<file path="config.mk">
export PLATFORM = sky130hd
export DESIGN_NAME = fermat_primality_round
export DESIGN_NICKNAME = d
export VERILOG_FILES = /design/src/hdl/fpr_pkg.sv /design/src/hdl/fpr_modadd.sv /design/src/hdl/fermat_primality_round.sv
export SDC_FILE = /design/constraint.sdc
export NUM_CORES = 1
export LEC_CHECK = 0
export ABC_AREA = 1
export BUFFER_PORTS_ARGS = -buffer_cell sky130_fd_sc_hd__buf_2
export CORE_ASPECT_RATIO = 1.5
export CORE_UTILIZATION = 59
export DETAILED_ROUTE_END_ITERATION = 10
export PLACE_DENSITY = 0.87
export SYNTH_ARGS = -nofsm -noshare
export SYNTH_HDL_FRONTEND = slang
export SYNTH_SLANG_ARGS = --single-unit
</file>
<file path="constraint.sdc">
create_clock -name aclk -period 28.1 [get_ports aclk]
set_input_delay 1.405 -clock aclk [delete_from_list [all_inputs] [get_ports aclk]]
set_output_delay 1.405 -clock aclk [all_outputs]
set_load 0.005 [all_outputs]
</file>
<file path="src/hdl/fpr_pkg.sv">
// Package for the Fermat primality round block.
// Holds stream widths and verdict codes; it depends on nothing else.
package fpr_pkg;

    // Widths of the item fields as they appear on the stream ports.
    localparam int CAND_W    = 32;
    localparam int RAND_W    = 31;
    localparam int VERDICT_W = 2;
    localparam int BASE_W    = 32;

    // Index width for walking the random word from its top bit down.
    localparam int RIDX_W = $clog2(RAND_W);

    // Packed stream widths, rounded up to whole bytes.
    localparam int S_TDATA_W = ((CAND_W + RAND_W + 7) / 8) * 8;
    localparam int M_TDATA_W = ((VERDICT_W + BASE_W + 7) / 8) * 8;

    // Verdict codes.
    localparam logic [VERDICT_W-1:0] VERDICT_PRIME   = 2'd0;
    localparam logic [VERDICT_W-1:0] VERDICT_FACTOR  = 2'd1;
    localparam logic [VERDICT_W-1:0] VERDICT_FERMAT  = 2'd2;
    localparam logic [VERDICT_W-1:0] VERDICT_INVALID = 2'd3;

endpackage

</file>
<file path="src/hdl/fpr_modadd.sv">
// Shared arithmetic unit of the Fermat round: a conditional modular adder.
// Stand-alone; the top level drives its operands from a small sequencer.
module fpr_modadd #(
    parameter int W = 32
) (
    input  logic [W-1:0] op_a,
    input  logic [W-1:0] op_b,
    input  logic         carry_in,
    input  logic [W-1:0] modulus,
    output logic [W-1:0] result,
    output logic         reduced
);

    logic [W:0] sum;
    logic [W:0] diff;

    // One wide add, one compare and one subtract of the modulus.
    assign sum     = {1'b0, op_a} + {1'b0, op_b} + {{W{1'b0}}, carry_in};
    assign reduced = (sum >= {1'b0, modulus});
    assign diff    = sum - {1'b0, modulus};
    assign result  = reduced ? diff[W-1:0] : sum[W-1:0];

endmodule

</file>
<file path="src/hdl/fermat_primality_round.sv">
// Top level of the Fermat primality round: sequencer, operand registers and streams.
// Depends on fpr_pkg and on the shared unit fpr_modadd.
//
// One item runs one Fermat round on the low NUM_WIDTH bits of the candidate. The
// block takes one item at a time and holds s_tready low until the round's result
// is loaded into the output register; a result that waits there does not stop the
// next item from being taken. All modular steps go through a single modular
// adder that does one add-and-reduce per cycle. A round reduces the random word
// bit by bit from the top, forms the base and runs a binary gcd, then a
// square-and-multiply over W = NUM_WIDTH exponent bits in which each modular
// product has a doubling step for every multiplier bit, one more step for every
// set bit and a closing step. A shared factor ends the round before the
// exponentiation, and candidates 0, 1 and 2 go straight to the output.
module fermat_primality_round #(
    parameter int NUM_WIDTH = 32
) (
    input  logic                            aclk,
    input  logic                            aresetn,
    // s_tdata fields, low bit up: candidate [31:0], random_word [62:32], zero pad.
    input  logic [fpr_pkg::S_TDATA_W-1:0]   s_tdata,
    input  logic                            s_tvalid,
    output logic                            s_tready,
    // m_tdata fields, low bit up: verdict [1:0], base_used [33:2], zero pad.
    output logic [fpr_pkg::M_TDATA_W-1:0]   m_tdata,
    output logic                            m_tvalid,
    input  logic                            m_tready
);
    import fpr_pkg::*;

    localparam int W     = NUM_WIDTH;
    localparam int IDX_W = $clog2(W);

    typedef enum logic [2:0] {
        S_IDLE,
        S_REM,
        S_BASE,
        S_GCD,
        S_MUL_DBL,
        S_MUL_ADD,
        S_MUL_END,
        S_OUT
    } state_t;

    state_t              state_reg,   state_next;
    logic [W-1:0]        n_reg,       n_next;
    logic [W-1:0]        d_reg,       d_next;
    logic [W-1:0]        e_reg,       e_next;
    logic [RAND_W-1:0]   w_reg,       w_next;
    logic [W-1:0]        base_reg,    base_next;
    logic [W-1:0]        acc_reg,     acc_next;
    logic [W-1:0]        p_reg,       p_next;
    logic [W-1:0]        u_reg,       u_next;
    logic [W-1:0]        v_reg,       v_next;
    logic [RIDX_W-1:0]   ridx_reg,    ridx_next;
    logic [IDX_W-1:0]    j_reg,       j_next;
    logic [IDX_W-1:0]    k_reg,       k_next;
    logic                sq_reg,      sq_next;
    logic [VERDICT_W-1:0] verdict_reg, verdict_next;
    logic                m_tvalid_reg, m_tvalid_next;
    logic [M_TDATA_W-1:0] m_tdata_reg, m_tdata_next;

    logic [W-1:0] unit_a;
    logic [W-1:0] unit_b;
    logic         unit_cin;
    logic [W-1:0] unit_m;
    logic [W-1:0] unit_res;
    logic         unit_ge;

    logic [W-1:0] cand_in;
    logic [W-1:0] base_sum;
    logic [W-1:0] mul_x;
    logic         out_free;

    assign cand_in  = s_tdata[W-1:0];
    assign base_sum = p_reg + W'(2);
    assign mul_x    = sq_reg ? acc_reg : base_reg;
    assign out_free = !m_tvalid_reg || m_tready;

    assign s_tready = (state_reg == S_IDLE);
    assign m_tvalid = m_tvalid_reg;
    assign m_tdata  = m_tdata_reg;

    // Operand selection for the shared modular adder.
    always_comb begin
        unit_a   = p_reg;
        unit_b   = p_reg;
        unit_cin = 1'b0;
        unit_m   = n_reg;
        case (state_reg)
            S_REM: begin
                unit_cin = w_reg[ridx_reg];
                unit_m   = d_reg;
            end
            S_GCD: begin
                unit_a = u_reg;
                unit_b = '0;
                unit_m = v_reg;
            end
            S_MUL_ADD: begin
                unit_b = acc_reg;
            end
            default: begin
            end
        endcase
    end

    fpr_modadd #(
        .W (W)
    ) u_modadd (
        .op_a     (unit_a),
        .op_b     (unit_b),
        .carry_in (unit_cin),
        .modulus  (unit_m),
        .result   (unit_res),
        .reduced  (unit_ge)
    );

    // Sequencer: next values of all registers.
    always_comb begin
        state_next    = state_reg;
        n_next        = n_reg;
        d_next        = d_reg;
        e_next        = e_reg;
        w_next        = w_reg;
        base_next     = base_reg;
        acc_next      = acc_reg;
        p_next        = p_reg;
        u_next        = u_reg;
        v_next        = v_reg;
        ridx_next     = ridx_reg;
        j_next        = j_reg;
        k_next        = k_reg;
        sq_next       = sq_reg;
        verdict_next  = verdict_reg;
        m_tvalid_next = m_tvalid_reg;
        m_tdata_next  = m_tdata_reg;

        // A waiting result leaves once it is taken.
        if (m_tvalid_reg && m_tready) begin
            m_tvalid_next = 1'b0;
        end

        case (state_reg)
            // Take an item; small candidates are settled at once.
            S_IDLE: begin
                if (s_tvalid) begin
                    n_next    = cand_in;
                    d_next    = cand_in - W'(2);
                    e_next    = cand_in - W'(1);
                    w_next    = s_tdata[CAND_W +: RAND_W];
                    p_next    = '0;
                    ridx_next = RIDX_W'(RAND_W - 1);
                    if (cand_in <= W'(1)) begin
                        verdict_next = VERDICT_INVALID;
                        base_next    = '0;
                        state_next   = S_OUT;
                    end else if (cand_in == W'(2)) begin
                        verdict_next = VERDICT_PRIME;
                        base_next    = W'(2);
                        state_next   = S_OUT;
                    end else begin
                        state_next = S_REM;
                    end
                end
            end

            // Random word mod (candidate - 2), one bit per cycle from the top.
            S_REM: begin
                p_next = unit_res;
                if (ridx_reg == '0) begin
                    state_next = S_BASE;
                end else begin
                    ridx_next = ridx_reg - RIDX_W'(1);
                end
            end

            // Form the base; both even means a shared factor of two.
            S_BASE: begin
                base_next = base_sum;
                u_next    = base_sum;
                v_next    = n_reg;
                if (!base_sum[0] && !n_reg[0]) begin
                    verdict_next = VERDICT_FACTOR;
                    state_next   = S_OUT;
                end else begin
                    state_next = S_GCD;
                end
            end

            // Binary gcd: one odd value is always kept, so factors of two drop out.
            S_GCD: begin
                if (u_reg == v_reg) begin
                    if (u_reg == W'(1)) begin
                        acc_next   = W'(1);
                        k_next     = IDX_W'(W - 1);
                        sq_next    = 1'b1;
                        p_next     = '0;
                        j_next     = IDX_W'(W - 1);
                        state_next = S_MUL_DBL;
                    end else begin
                        verdict_next = VERDICT_FACTOR;
                        state_next   = S_OUT;
                    end
                end else if (!u_reg[0]) begin
                    u_next = u_reg >> 1;
                end else if (!v_reg[0]) begin
                    v_next = v_reg >> 1;
                end else if (unit_ge) begin
                    u_next = unit_res;
                end else begin
                    u_next = v_reg;
                    v_next = u_reg;
                end
            end

            // Interleaved modular product: double the partial result.
            S_MUL_DBL: begin
                p_next = unit_res;
                if (mul_x[j_reg]) begin
                    state_next = S_MUL_ADD;
                end else if (j_reg == '0) begin
                    state_next = S_MUL_END;
                end else begin
                    j_next = j_reg - IDX_W'(1);
                end
            end

            // Add the multiplicand for a set multiplier bit.
            S_MUL_ADD: begin
                p_next = unit_res;
                if (j_reg == '0) begin
                    state_next = S_MUL_END;
                end else begin
                    j_next     = j_reg - IDX_W'(1);
                    state_next = S_MUL_DBL;
                end
            end

            // Product done: pick the next square or multiply, or finish.
            S_MUL_END: begin
                acc_next = p_reg;
                p_next   = '0;
                j_next   = IDX_W'(W - 1);
                if (sq_reg && e_reg[k_reg]) begin
                    sq_next    = 1'b0;
                    state_next = S_MUL_DBL;
                end else if (k_reg == '0) begin
                    verdict_next = (p_reg == W'(1)) ? VERDICT_PRIME : VERDICT_FERMAT;
                    state_next   = S_OUT;
                end else begin
                    k_next     = k_reg - IDX_W'(1);
                    sq_next    = 1'b1;
                    state_next = S_MUL_DBL;
                end
            end

            // Load the output register once it is free.
            S_OUT: begin
                if (out_free) begin
                    m_tvalid_next = 1'b1;
                    m_tdata_next  = M_TDATA_W'({BASE_W'(base_reg), verdict_reg});
                    state_next    = S_IDLE;
                end
            end

            default: begin
                state_next = S_IDLE;
            end
        endcase
    end

    // State, control and payload registers.
    always_ff @(posedge aclk) begin
        if (!aresetn) begin
            state_reg    <= S_IDLE;
            m_tvalid_reg <= 1'b0;
        end else begin
            state_reg    <= state_next;
            m_tvalid_reg <= m_tvalid_next;
            n_reg        <= n_next;
            d_reg        <= d_next;
            e_reg        <= e_next;
            w_reg        <= w_next;
            base_reg     <= base_next;
            acc_reg      <= acc_next;
            p_reg        <= p_next;
            u_reg        <= u_next;
            v_reg        <= v_next;
            ridx_reg     <= ridx_next;
            j_reg        <= j_next;
            k_reg        <= k_next;
            sq_reg       <= sq_next;
            verdict_reg  <= verdict_next;
            m_tdata_reg  <= m_tdata_next;
        end
    end

endmodule

</file>
==> metrics.md <==
| Metric | Value |
|---|---|
| Run status | finished clean |
| RSZ-0062 raised after global routing | false |
| Area share of the leading cell type in the synthesized netlist | a little under half |
| Initial antenna violation count | 0 |
| Remaining number of nets flagged by the antenna check after routing | 0 |
| Main area contributors after synthesis | edfxtp_1 47%, nand2_1 7.7%, nor2_1 6.7% |
| Path class of the lowest-slack min-delay path | reg2reg |
| Area enclosed by the die boundary | 37400 µm² |
| Pin count of the biggest net entering global routing | 82 |
| Number of enable flip-flop cells after synthesis | 338 |
| Synthesized area | 21600 µm² |
| Cells on worst reg2reg path | 26 |
| IO Count | 110 |
| Post CTS Setup Buffer Count | 0 |
| Total global routing overflow | 0 |
| CTS root buf | clkbuf_16 |
| Setup_tns | 0 ns |
| Worst-path fanout max | 81 |
| Data required time of the critical path | about 28 ns |
| FF+latch count, synth | approximately 340 |
| Critical path startpoint category | register |
| Count of final max-slew check failures | 0 |
| Launching instance or port of the critical path | state_reg[2] |
| Dominant synthesized flop cell | edfxtp_1 |
| Number of clock sinks | 342 |
| # hold bufs at CTS | 0 |
| Wire length of the first global-routing pass | 97.8 mm |
| H-tree levels | 2 |
| Fraction of the core area covered by cells at the end of the flow | 65.8% |
| Final HPWL DP | just under 50 mm |
| Final count of negative-setup-slack endpoints | 0 |
| Least-Margin Pin Slew | 0.957 ns |
| Avg WL per Cell | around 20 µm |
| Flip-flop count of the largest register, all copies and words added | 34 |
| Layout overhead on the synthesized area | 9.60% |
| DR DRC count | 0 |
| Detailed Routing Iterations Pass 1 | 5 |
| Period utilisation layout | 31.5% |
| Resize count post-CTS | 0 |
| Mean post-synth cell area | 8.48 µm² |
| Fmax | 0.113 GHz |
| Core Box Area | 35900 µm² |
| Layout cells sized above 1 | a little under a tenth |
| Layout Nets | 2764 |
| Number of max-cap violations | 0 |
| Worst setup endpoint | p_reg[6] |
| Number of warnings printed during yosys synthesis | 0 |
| Count of input and output buffers | 102 |
| Vias in the first global route | 18010 |
| Share of synthesized area occupied by flip-flops and latches | 47.4% |
| Final period demand of the worst path | 8.84 ns |
| Worst clock skew | 0.0189 ns |
| Cell count after synthesis | 2544 |
| All-Layer GR Usage | a little over a third |
| TritonCTS buffer count | 36 |
| Worst r2r dst | p_reg[6] |
| Crit path kind | reg2reg |
| Antenna diode instance count | 0 |
| RD Place Congestion | 0.927 |
| Distinct cell type count after synthesis | 56 |
| Vertical die dimension | 236 µm |
| Starting DRT DRC Count | 1767 |
| Starting Density | about 60% |
| Worst-skew pair later-pin latency | 0.55 ns |
| Dominant cell type by area after synthesis | edfxtp_1 |
| Hold Vio Cnt, Final | 0 |
| Reg-to-reg critical path startpoint | state_reg[2] |
| Vias/cell | 5.86 |
| Total wire length | roughly 63 mm |
| Die width | 158 µm |
| Cell Rows | 85 |
| Tightest slew margin relative to the limit | 36.0% |
| Worst path arrival time | 9.13 ns |
| Synth async-reset ratio | 0% |
| Leading cell type in the layout, fill and taps excluded | nand2_1 |
| Clock tree buffer depth | 3 |
| Category of the worst setup path capture point | register |
| Via count of the routed design | 18300 |
| CTS tree | done |
| Clock-pin slew of the registers on the worst-case setup and hold paths | 0.07 ns |
| R2R Setup Slk | 19.26 ns |
| Highest-count cells in the layout ignoring fill and taps | 444 x nand2_1, 381 x nor2_1, 338 x edfxtp_1 |
## synthesized netlist by cell type (all sizes together), types with 43 or more instances
cell type	instances
clkbuf	68
nand2	453
xor2	102
nor3	47
o22ai	66
nand4	43
ha	73
o21ai	264
nor2	389
inv	287
a21oi	93
edfxtp	338
nand3	110
## per-layer routing
layer	track usage, %	part of all wire (%)	up-vias
li1	-	-	8875
met1	41.0	37	8465
met2	59.9	50	796
met3	4.80	6.4	164
met4	19.8	6.0	0
met5	0	0	-
## area by class of cell
cell class / count / area [µm²]
clock inverters: 22 / 205
fillers: 3115 / 12300
flip-flops and latches: 342 / 10200
inverters: 292 / 1100
clock buffers: 40 / 937
well taps: 478 / 598
multi-input cells: 1821 / 9890
repair buffers: 127 / 698
## cell families after synthesis
logic type | share of synthesized area, %
simple gates | 21.1
fa+ha+maj | 4.51
mux | 0.0464
xor+xnor | 5.84
flops | 47.4
other cells | 0.0174
buf+inv | 7.04
compound gates | 14.1
## per-stage QoR
stage	setup WS, ns	cell area (µm²)	hold WS (ns)	std cells
2_1_floorplan	17.14	21600	0.400	2549
5_1_grt	18.91	23700	0.438	3122
3_5_place_dp	19.43	22500	0.414	3060
3_3_place_gp	19.57	22500	0.404	3060
4_1_cts	19.37	23700	0.428	3122
6_report	19.26	23700	0.426	3122
## worst max-delay path, stage by stage (launching register included)
cell      delay [ns]
dfxtp_1         0.31
buf_4           0.37
nor2_4          0.09
nand2_4         0.60
nand2_1         0.81
o21ai_0         0.74
ha_1            0.33
nand3_1         0.08
nand2_1         0.09
a21boi_0        0.65
nand3b_1        0.20
nand3_1         0.20
a31oi_1         0.27
xor2_1          0.41
ha_1            0.28
nand2_1         0.21
nor4_1          0.86
nand3_1         0.16
nor2_1          0.15
nand4_1         0.09
nand2_1         0.11
nor2_4          0.05
nand2_4         0.18
buf_4           0.65
o21ai_0         0.32
o21ai_0         0.17
nor2_1          0.06
## worst min path at each step
stage | start | endpoint | slack [ns] | depth (start not counted)
final | verdict_reg[1] | m_tdata[1] | 0.43 | 0
after global routing | verdict_reg[1] | m_tdata[1] | 0.44 | 0
after CTS | verdict_reg[1] | m_tdata[1] | 0.43 | 0
after detailed placement | verdict_reg[1] | m_tdata[1] | 0.41 | 0
after global placement | verdict_reg[0] | m_tdata[0] | 0.40 | 0
after floorplan | verdict_reg[0] | m_tdata[0] | 0.40 | 0
Power is left out: the tool's default activity adds up to more than one toggle a clock period on the data nets, which glitch-free logic cannot reach.
